<file path="config.mk">
export PLATFORM = sky130hd
export DESIGN_NAME = reorder_buffer_unit
export DESIGN_NICKNAME = d
export VERILOG_FILES = /design/src/hw/rtl/rob_pkg.sv /design/src/hw/rtl/reorder_buffer_unit.sv
export SDC_FILE = /design/constraint.sdc
export NUM_CORES = 2
export LEC_CHECK = 0
export BUFFER_PORTS_ARGS = -buffer_cell sky130_fd_sc_hd__buf_2
export CAP_MARGIN = 5
export CORE_ASPECT_RATIO = 1.25
export CORE_MARGIN = 2
export CORE_UTILIZATION = 39
export DETAILED_ROUTE_END_ITERATION = 10
export GPL_TIMING_DRIVEN = 0
export HOLD_SLACK_MARGIN = 0.05
export PLACE_DENSITY_LB_ADDON = 0.25
export SYNTH_ARGS = -nofsm -noshare
export SYNTH_HDL_FRONTEND = slang
export SYNTH_SLANG_ARGS = --single-unit
export TNS_END_PERCENT = 100
</file>
<file path="constraint.sdc">
create_clock -name aclk -period 8.9 [get_ports aclk]
set_clock_uncertainty 0.2 [all_clocks]
set_input_delay 0.89 -clock aclk [delete_from_list [all_inputs] [get_ports aclk]]
set_output_delay 0.89 -clock aclk [all_outputs]
set_load 0.1 [all_outputs]
</file>
<file path="src/hw/rtl/rob_pkg.sv">
// ----------------------------------------------------------------------------
// rob_pkg
// Shared types and constants of the circular reorder buffer.
// ----------------------------------------------------------------------------
`default_nettype none
package rob_pkg;
    localparam int unsigned DepthDefault = 32;

    typedef enum logic [2:0] {
        CMD_ALLOC     = 3'd0,
        CMD_ISSUE     = 3'd1,
        CMD_COMPLETE  = 3'd2,
        CMD_COMMIT    = 3'd3,
        CMD_FLUSH_ALL = 3'd4,
        CMD_FLUSH_AFT = 3'd5
    } cmd_t;

    typedef enum logic [2:0] {
        ST_OK        = 3'd0,
        ST_FULL      = 3'd1,
        ST_EMPTY     = 3'd2,
        ST_HEAD_INV  = 3'd3,
        ST_HEAD_BUSY = 3'd4,
        ST_BAD_ENTRY = 3'd5
    } status_t;

    typedef enum logic [1:0] {
        STG_ALLOC   = 2'd0,
        STG_ISSUED  = 2'd1,
        STG_DONE    = 2'd2,
        STG_RETIRED = 2'd3
    } stage_t;

    typedef enum logic [2:0] {
        FSM_IDLE,
        FSM_EXEC,
        FSM_FLUSH,
        FSM_CLEAR,
        FSM_SCAN,
        FSM_OUT
    } fsm_t;
endpackage
`default_nettype wire

</file>
<file path="src/hw/rtl/reorder_buffer_unit.sv">
// ----------------------------------------------------------------------------
// reorder_buffer_unit
// Circular reorder buffer driven by one command beat at a time.
// ----------------------------------------------------------------------------
// a command runs an execute step, then flush all clears every payload slot
//   and flush after invalidates the slots after its entry, then a scan walks
//   all slots before the result beat; one command in flight, ready again in
//   the cycle after the result beat is taken
// the status scans walk the slots one per cycle through a single shared
//   index incrementer and compare
// reset: aresetn clears head, tail, occupancy and all valid bits at once
`default_nettype none
module reorder_buffer_unit #(
    parameter int unsigned DEPTH = rob_pkg::DepthDefault
) (
    input  wire logic        aclk,
    input  wire logic        aresetn,
    input  wire logic        s_tvalid,
    output logic             s_tready,
    // cmd[2:0], entry[7:3], pc[39:8], dest_reg[44:40], value[76:45],
    // exception[77], zero fill
    input  wire logic [79:0] s_tdata,
    output logic             m_tvalid,
    input  wire logic        m_tready,
    // status[2:0], entry_out[7:3], out_pc[39:8], out_value[71:40],
    // out_dest[76:72], out_exception[77], next_done[78], free_count[84:79],
    // dispatch_valid[85], dispatch_entry[90:86], exception_pending[91],
    // exception_entry[96:92], zero fill
    output logic [103:0]     m_tdata
);
    import rob_pkg::*;

    localparam int unsigned IW = (DEPTH > 1) ? $clog2(DEPTH) : 1;
    localparam int unsigned CW = $clog2(DEPTH + 1);

    // entry storage
    logic [DEPTH-1:0] vld_reg;
    stage_t           stg_reg [DEPTH];
    logic [31:0]      pc_reg  [DEPTH];
    logic [31:0]      val_reg [DEPTH];
    logic [4:0]       dst_reg [DEPTH];
    logic [DEPTH-1:0] flt_reg;

    logic [IW-1:0] head_reg, tail_reg;
    logic [CW-1:0] occ_reg;

    fsm_t fsm_reg, fsm_next;
    logic [77:0] in_reg;
    logic [IW-1:0] idx_reg;       // walking index
    logic [CW-1:0] cnt_reg;       // walk step counter
    status_t sts_reg;
    logic [4:0] eout_reg, odst_reg;
    logic [31:0] opc_reg, oval_reg;
    logic oexc_reg, more_reg;
    logic dv_reg, ev_reg;
    logic [4:0] de_reg, ee_reg;

    cmd_t cmd;
    logic [4:0] ent;
    logic ent_ok;
    logic [IW-1:0] ei, idx_inc, head_inc;
    assign cmd = cmd_t'(in_reg[2:0]);
    assign ent = in_reg[7:3];
    assign ent_ok = (32'(ent) < DEPTH);
    assign ei = IW'(ent);

    // shared wrap increment
    function automatic logic [IW-1:0] wrap(input logic [IW-1:0] i);
        wrap = (32'(i) == DEPTH - 1) ? '0 : i + IW'(1);
    endfunction
    assign idx_inc = wrap(idx_reg);
    assign head_inc = wrap(head_reg);

    assign s_tready = (fsm_reg == FSM_IDLE);
    assign m_tvalid = (fsm_reg == FSM_OUT);

    // result beat straight from the held result registers
    assign m_tdata = {7'd0, ee_reg, ev_reg, de_reg, dv_reg,
                      6'(DEPTH - 32'(occ_reg)), more_reg, oexc_reg, odst_reg,
                      oval_reg, opc_reg, eout_reg, sts_reg};

    always_comb begin
        fsm_next = fsm_reg;
        case (fsm_reg)
            FSM_IDLE: if (s_tvalid) fsm_next = FSM_EXEC;
            FSM_EXEC: begin
                if (cmd == CMD_FLUSH_ALL) fsm_next = FSM_CLEAR;
                else if (cmd == CMD_FLUSH_AFT && ent_ok) fsm_next = FSM_FLUSH;
                else fsm_next = FSM_SCAN;
            end
            FSM_FLUSH: if (idx_reg == tail_reg || !vld_reg[idx_reg] ||
                           32'(cnt_reg) == DEPTH) fsm_next = FSM_SCAN;
            FSM_CLEAR: if (32'(cnt_reg) == DEPTH - 1) fsm_next = FSM_SCAN;
            FSM_SCAN: if (32'(cnt_reg) == DEPTH - 1) fsm_next = FSM_OUT;
            FSM_OUT: if (m_tready) fsm_next = FSM_IDLE;
            default: fsm_next = FSM_IDLE;
        endcase
    end

    always_ff @(posedge aclk) begin
        if (!aresetn) fsm_reg <= FSM_IDLE;
        else fsm_reg <= fsm_next;
    end

    // datapath and sequencer actions
    always_ff @(posedge aclk) begin
        if (!aresetn) begin
            vld_reg <= '0;
            head_reg <= '0;
            tail_reg <= '0;
            occ_reg <= '0;
        end else begin
            case (fsm_reg)
                // take the beat and preset the result fields
                FSM_IDLE: begin
                    if (s_tvalid) begin
                        in_reg <= s_tdata[77:0];
                        sts_reg <= ST_OK; eout_reg <= '0; opc_reg <= '0;
                        oval_reg <= '0; odst_reg <= '0; oexc_reg <= 1'b0;
                        more_reg <= 1'b0; dv_reg <= 1'b0; de_reg <= '0;
                        ev_reg <= 1'b0; ee_reg <= '0; cnt_reg <= '0;
                        idx_reg <= head_reg;
                    end
                end
                FSM_EXEC: begin
                    case (cmd)
                        CMD_ALLOC: begin
                            if (32'(occ_reg) >= DEPTH) sts_reg <= ST_FULL;
                            else begin
                                vld_reg[tail_reg] <= 1'b1;
                                stg_reg[tail_reg] <= STG_ALLOC;
                                pc_reg[tail_reg] <= in_reg[39:8];
                                val_reg[tail_reg] <= '0;
                                dst_reg[tail_reg] <= in_reg[44:40];
                                flt_reg[tail_reg] <= 1'b0;
                                tail_reg <= wrap(tail_reg);
                                occ_reg <= occ_reg + CW'(1);
                                eout_reg <= 5'(tail_reg);
                            end
                        end
                        CMD_ISSUE: begin
                            if (!ent_ok || !vld_reg[ei] || stg_reg[ei] != STG_ALLOC)
                                sts_reg <= ST_BAD_ENTRY;
                            else stg_reg[ei] <= STG_ISSUED;
                        end
                        CMD_COMPLETE: begin
                            if (!ent_ok || !vld_reg[ei]) sts_reg <= ST_BAD_ENTRY;
                            else begin
                                val_reg[ei] <= in_reg[76:45];
                                flt_reg[ei] <= in_reg[77];
                                stg_reg[ei] <= STG_DONE;
                            end
                        end
                        CMD_COMMIT: begin
                            if (occ_reg == '0) sts_reg <= ST_EMPTY;
                            else if (!vld_reg[head_reg]) sts_reg <= ST_HEAD_INV;
                            else if (stg_reg[head_reg] != STG_DONE)
                                sts_reg <= ST_HEAD_BUSY;
                            else begin
                                eout_reg <= 5'(head_reg);
                                opc_reg <= pc_reg[head_reg];
                                oval_reg <= val_reg[head_reg];
                                odst_reg <= dst_reg[head_reg];
                                oexc_reg <= flt_reg[head_reg];
                                if (!flt_reg[head_reg]) stg_reg[head_reg] <= STG_RETIRED;
                                vld_reg[head_reg] <= 1'b0;
                                head_reg <= head_inc;
                                idx_reg <= head_inc;
                                occ_reg <= occ_reg - CW'(1);
                                more_reg <= (occ_reg != CW'(1)) &&
                                    (head_inc != head_reg) && vld_reg[head_inc] &&
                                    stg_reg[head_inc] == STG_DONE;
                            end
                        end
                        CMD_FLUSH_ALL: begin
                            vld_reg <= '0; head_reg <= '0; tail_reg <= '0;
                            occ_reg <= '0; idx_reg <= '0;
                        end
                        CMD_FLUSH_AFT: begin
                            if (!ent_ok) sts_reg <= ST_BAD_ENTRY;
                            else idx_reg <= wrap(ei);
                        end
                        default: ;
                    endcase
                end
                // walk from the slot after the entry, invalidating
                FSM_FLUSH: begin
                    if (idx_reg == tail_reg || !vld_reg[idx_reg] ||
                        32'(cnt_reg) == DEPTH) begin
                        tail_reg <= wrap(ei);
                        idx_reg <= head_reg;
                        cnt_reg <= '0;
                    end else begin
                        vld_reg[idx_reg] <= 1'b0;
                        if (occ_reg != '0) occ_reg <= occ_reg - CW'(1);
                        idx_reg <= idx_inc;
                        cnt_reg <= cnt_reg + CW'(1);
                    end
                end
                // one payload slot per cycle back to its reset value
                FSM_CLEAR: begin
                    stg_reg[IW'(cnt_reg)] <= STG_ALLOC;
                    pc_reg[IW'(cnt_reg)] <= '0;
                    val_reg[IW'(cnt_reg)] <= '0;
                    dst_reg[IW'(cnt_reg)] <= '0;
                    flt_reg[IW'(cnt_reg)] <= 1'b0;
                    cnt_reg <= (32'(cnt_reg) == DEPTH - 1) ? '0 : cnt_reg + CW'(1);
                end
                // oldest-first scan for dispatch and exception
                FSM_SCAN: begin
                    if (!dv_reg && vld_reg[idx_reg] && stg_reg[idx_reg] == STG_ALLOC) begin
                        dv_reg <= 1'b1; de_reg <= 5'(idx_reg);
                    end
                    if (!ev_reg && cnt_reg < occ_reg && vld_reg[idx_reg] &&
                        flt_reg[idx_reg]) begin
                        ev_reg <= 1'b1; ee_reg <= 5'(idx_reg);
                    end
                    idx_reg <= idx_inc;
                    cnt_reg <= cnt_reg + CW'(1);
                end
                default: ;
            endcase
        end
    end
endmodule
`default_nettype wire

</file>
-- Word-level counts from Yosys, hierarchy flattened
Memories as Yosys holds them, arrays and structs flattened. A register that Yosys moved wholly into a read port is not among the register bits.
Index checks and enable logic that the tools add are counted.
- flip-flop bits (word level): 263
- memory bits (writable): 2272
- input bits: 84
- output and inout bits: 106
- logic and storage cells: 340
- memories: 4
- memories (name ; words ; width ; read ports ; clocked after memory_dff ; write ports ; line ; source):
    pc_reg ; 32 ; 32 ; 1 ; 1 ; 1 ; reorder_buffer_unit.sv:39 ; logic [31:0] pc_reg [DEPTH];
    val_reg ; 32 ; 32 ; 1 ; 1 ; 1 ; reorder_buffer_unit.sv:40 ; logic [31:0] val_reg [DEPTH];
    dst_reg ; 32 ; 5 ; 1 ; 1 ; 1 ; reorder_buffer_unit.sv:41 ; logic [4:0] dst_reg [DEPTH];
    stg_reg ; 32 ; 2 ; 4 ; 3 ; 1 ; reorder_buffer_unit.sv:38 ; stage_t stg_reg [DEPTH];
- add/subtract/negate cells: 8
- magnitude comparators: 13
- eq/ne operators: 52
- muxes and demuxes: 179
- bitwise gates (word level): 10
- reductions and logical operators: 54
- operator list (operator ; number):
    2-to-1 mux 32 bit ; 19
    case mux 32 bit (2 select lines) ; 5
    2-to-1 mux 5 bit ; 40
    AND 32 bit ; 4
    NOT 32 bit ; 4
    case mux 32 bit (3 select lines) ; 1
    OR reduction 32 bit ; 3
    case mux 5 bit (2 select lines) ; 8
    2-to-1 mux 1 bit ; 55
    2-to-1 mux 6 bit ; 9
    2-to-1 mux 3 bit ; 14
    less-than comparator 5 x 6 -> 1 bit, second input constant ; 6
    bitwise mux 32 bit ; 1
    bitwise OR 32 bit ; 1
    binary-select mux 1 bit (select 5 bit) ; 6
    inequality test 2 bit, second input constant ; 15
    demux 1 bit (select 5 bit) ; 5
    greater-or-equal comparator 5 x 1 -> 1 bit, second input constant ; 5
    inequality test 3 bit, second input constant ; 8
    case mux 6 bit (4 select lines) ; 1
    AND reduction 8 bit ; 3
    AND reduction 7 bit ; 3
    adder 5 x 1 -> 5 bit, second input constant ; 4
    equality test 5 bit, second input constant ; 4
    45 further kinds ; 92

-- Logic depth before layout (Yosys ltp)
- depth in word-level cells: 14
- gate-level depth with buffers: 15
- gate-level depth less buffers: 12

-- Worst setup path before layout
Ideal clock, no wire load.
- path kind: register to register
- start point: register head_reg[4]
- end point: register more_reg (enable)
- library setup time: 606 ps
- data arrival time: 6962 ps
- required time: 8094 ps
- slack: 1132 ps
- stages on the path, launching flop included: 9
- buffers on the path: 1
- period minus slack after synthesis: 7768 ps
- cells stage by stage: dfxtp_1 buf_2 nor3_1 nor2b_1 nor4_1 o22a_1 a21oi_1 a21oi_1 a211oi_1
- word-level cells in the longest chain between the ends: 4
- RTL lines (what ; line ; source):
    start: declaration ; reorder_buffer_unit.sv:44 ; logic [IW-1:0] head_reg, tail_reg;
    start signal: assignment ; reorder_buffer_unit.sv:167 ; head_reg <= head_inc;
    binary-select mux 1 bit (select 5 bit) ; reorder_buffer_unit.sv:156 ; else if (!vld_reg[head_reg]) sts_reg <= ST_HEAD_INV;
    2-to-1 mux 1 bit (not written as such) ; reorder_buffer_unit.sv:156 ;
    inequality test 2 bit (no line) ; - ;
    AND reduction 7 bit (no line) ; - ;
    end signal: assignment ; reorder_buffer_unit.sv:170 ; more_reg <= (occ_reg != CW'(1)) &&
    end: declaration ; reorder_buffer_unit.sv:54 ; logic oexc_reg, more_reg;
Every way passes these cells. The select of a mux whose other input is x is not followed.
A chain may end at the register's enable or synchronous reset.

==> results.sh <==
export IMPL_cap_violations=0
export IMPL_cts_sink_count=2550
export IMPL_path_clk_slew_ps=60
export IMPL_outcome="completed"
export IMPL_hold_violations=0
export IMPL_synthCells=5086
export IMPL_cts_tree="done"
export IMPL_clk_latency_ps=860
export IMPL_n_fill_cell=22084
export IMPL_num_nets_final=5863
export IMPL_initial_core_util_pct=39.2
export IMPL_path_max_fanout=13
export IMPL_cts_resized=0
export IMPL_synthFlopType="edfxtp_1"
export IMPL_grt_use_total_pct=23.5
export IMPL_worst_ep_arrival_time_ps=6310
export IMPL_design_core_area_mm2=0.262
export IMPL_slew_viol_final=0
export IMPL_critPathCaptureType="register"
export IMPL_setup_tns_ps=0
export IMPL_setup_violations=0
export IMPL_synth_cell_types=89
export IMPL_synth_enable_flop_cells=2484
export IMPL_pwr_density_cell_mw_per_mm2=233
export IMPL_drc=0
export IMPL_io_buffer_count=180
export IMPL_post_route_period_util_pct=66.8
export IMPL_clock_power_share_pct=39.5
export IMPL_placed_area_mm2=0.111
export IMPL_rsz0062_at_grt="no"
export IMPL_antenna_found_initial=16
export IMPL_ir_worst_vdd_v=0.000297
export IMPL_dp_slack_ps=3080
export IMPL_place_hpwl_um=215000
export IMPL_drtIter0Drc=6297
export IMPL_ys_warn_count=0
export IMPL_die_h_um=578
export IMPL_area_growth_syn_to_layout_pct=17.3
export IMPL_cts_hold_buf=73
export IMPL_fin_ws_ps=2950
export IMPL_gp_congestion=0.946
export IMPL_grt_pass1_vias=56521
export IMPL_final_area_mm2=0.121
export IMPL_cts_made_buffers=270
export IMPL_clock_fmax_mhz=168
export IMPL_cts_max_path_buffers=4
export IMPL_internal_power_mw=20.6
export IMPL_p_seq_share_pct=48.7
export IMPL_async_flop_share_pct=0
export IMPL_grt_pass1_wl_um=443000
export IMPL_ios=190
export IMPL_grt_max_degree=55
export IMPL_cts_root_buffer="clkbuf_16"
export IMPL_relSlewSlack_pct=2.02
export IMPL_wl_um=319000
export IMPL_switching_share_pct=26.7
export IMPL_htree_levels=5
export IMPL_synth_seq_area_share_pct=73.9
export IMPL_critPathLaunchType="register"
export IMPL_seqCellArea_mm2=0.0759
export IMPL_p_sw_mw=7.52
export IMPL_die_area_mm2=0.268
export IMPL_drive_gt1_share_pct=26.8
export IMPL_p_comb_share_pct=11.8
export IMPL_via_per_inst=5.90
export IMPL_ant_nets=0
export IMPL_post_cts_buffers=0
export IMPL_multi_input_area_mm2=0.0259
export IMPL_syn_area_mm2=0.103
export IMPL_syn_area_per_cell_um2=20.2
export IMPL_synth_seq_cells=2550
export IMPL_critPathRequiredTime_ps=9260
export IMPL_rows=210
export IMPL_post_route_util_pct=46.0
export IMPL_layout_min_cycle_time_ps=5950
export IMPL_hold_path_class="in2reg"
export IMPL_die_width_um=463
export IMPL_drt_first_pass_iters=6
export IMPL_routedWlPerCell_um=33.7
export IMPL_overflow=0
export IMPL_p_leak_nw=33.8
export IMPL_worstMarginPinSlew_ps=1460
export IMPL_worst_setup_path_type="reg2reg"
export IMPL_num_vias=55833
stage by stage:
stage          hold slack, ps  instances  power (mW)
6_report                  153       9459        28.2
5_1_grt                   137       9448        28.9
4_1_cts                   112       9434        28.3
3_5_place_dp              388       8888        17.3
3_3_place_gp              386       8770        17.2
2_1_floorplan             293       5092        16.1
worst max-delay path, stage by stage, from the launching register on:
cell and delay [ps]:
dfxtp_1 390, buf_2 280, buf_2 320, clkbuf_1 860
buf_2 930, buf_1 950, mux4_2 620, mux4_2 520
mux2i_1 500, nor2_1 100
worst paths after layout:
path                         start                         end  slack [ps]  cells after the start
max reg2reg               register  oval_reg[30]$_SDFFCE_PN0P_        2950                      9
max                       register  oval_reg[30]$_SDFFCE_PN0P_        2950                      9
min reg2reg  flt_reg[27]$_DFFE_PP_       flt_reg[27]$_DFFE_PP_         390                      1
min                    s_tdata[77]        in_reg[77]$_DFFE_PP_         150                      1
routing by layer:
metal  global-route usage (%)  vias up  wire length [um]
met2                     39.6     2420            159000
li1                         -    22489                 -
met5                        0        -                38
met3                     3.71      515             21300
met1                     31.4    30403            128000
met4                     7.69        6             10700
final cells by class:
type / count / share of cell area, %
Tap cell: 3498 / 3.63
Antenna cell: 13 / 0.0270
Clock inverter: 149 / 1.21
Buffer: 327 / 1.10
Multi-Input combinational cell: 2174 / 21.5
Sequential cell: 2550 / 63.0
Timing Repair Buffer: 383 / 3.58
Clock buffer: 324 / 5.87
Inverter: 41 / 0.132
logic make-up (layout without fill, tap and decap cells):
logic type / count (synthesis) / after routing / share of synthesized area, %
mux: 866 / 866 / 17.5
xor+xnor: 22 / 22 / 0.188
simple gates: 804 / 804 / 3.84
fa+ha+maj: 32 / 32 / 0.390
other cells: 1 / 20 / 0.00365
compound gates: 443 / 443 / 2.82
buf+inv: 368 / 1224 / 1.43
flops: 2550 / 2550 / 73.9
synth_stat cells, types with 5 or more instances:
| cell | n | area share [%] |
|---|---|---|
| mux2_2 | 8 | 0.088 |
| o221ai_1 | 6 | 0.051 |
| nand2_1 | 157 | 0.57 |
| nand4_1 | 5 | 0.030 |
| nand3_1 | 64 | 0.31 |
| a32oi_1 | 5 | 0.043 |
| buf_1 | 65 | 0.24 |
| a211oi_1 | 16 | 0.12 |
| and3_1 | 52 | 0.32 |
| nor2b_1 | 28 | 0.17 |
| nand4b_1 | 6 | 0.051 |
| a221oi_1 | 5 | 0.043 |
| nor2_1 | 265 | 0.97 |
| a22o_1 | 9 | 0.077 |
| buf_2 | 23 | 0.11 |
| a31oi_1 | 27 | 0.16 |
| or3_1 | 9 | 0.055 |
| and2_1 | 53 | 0.32 |
| edfxtp_1 | 2484 | 73 |
| nor3b_1 | 10 | 0.073 |
| dfxtp_1 | 66 | 1.3 |
| nor4_1 | 7 | 0.043 |
| mux4_2 | 740 | 16 |
| buf_4 | 15 | 0.11 |
| inv_1 | 37 | 0.14 |
| a22oi_1 | 13 | 0.095 |
| a21oi_1 | 153 | 0.75 |
| clkbuf_1 | 224 | 0.82 |
| o32ai_1 | 9 | 0.077 |
| a32o_1 | 5 | 0.049 |
| nor3_1 | 70 | 0.34 |
| nand2b_1 | 26 | 0.16 |
| nand3b_1 | 16 | 0.12 |
| o21ai_0 | 74 | 0.36 |
| ha_1 | 32 | 0.39 |
| o21ai_1 | 8 | 0.039 |
| or2_2 | 8 | 0.049 |
| mux2i_1 | 118 | 1.1 |
| xor2_1 | 7 | 0.060 |
| o22ai_1 | 14 | 0.085 |
| xnor2_1 | 15 | 0.13 |
| o22a_1 | 5 | 0.043 |
| o211ai_1 | 38 | 0.28 |
cells in the final DEF, fill, tap and decap left out, types with 74 or more instances in the layout:
cell and n:
edfxtp_1 2484, mux4_2 740, clkbuf_16 274, clkbuf_1 257, buf_2 204, nor2_1 200
nand2_1 157, a21oi_1 153, mux2i_1 118, buf_12 75, o21ai_0 74
power groups by stage:
stage | registers (mW) | logic, mW | clock network [mW]
after floorplan | 14.7 | 1.46 | 0
after global placement | 14.0 | 3.15 | 0
after detailed placement | 14.0 | 3.27 | 0
after CTS | 13.7 | 3.31 | 11.3
after global routing | 13.7 | 3.46 | 11.7
final | 13.7 | 3.32 | 11.1
No activity file was read; power rests on OpenSTA's default activity.
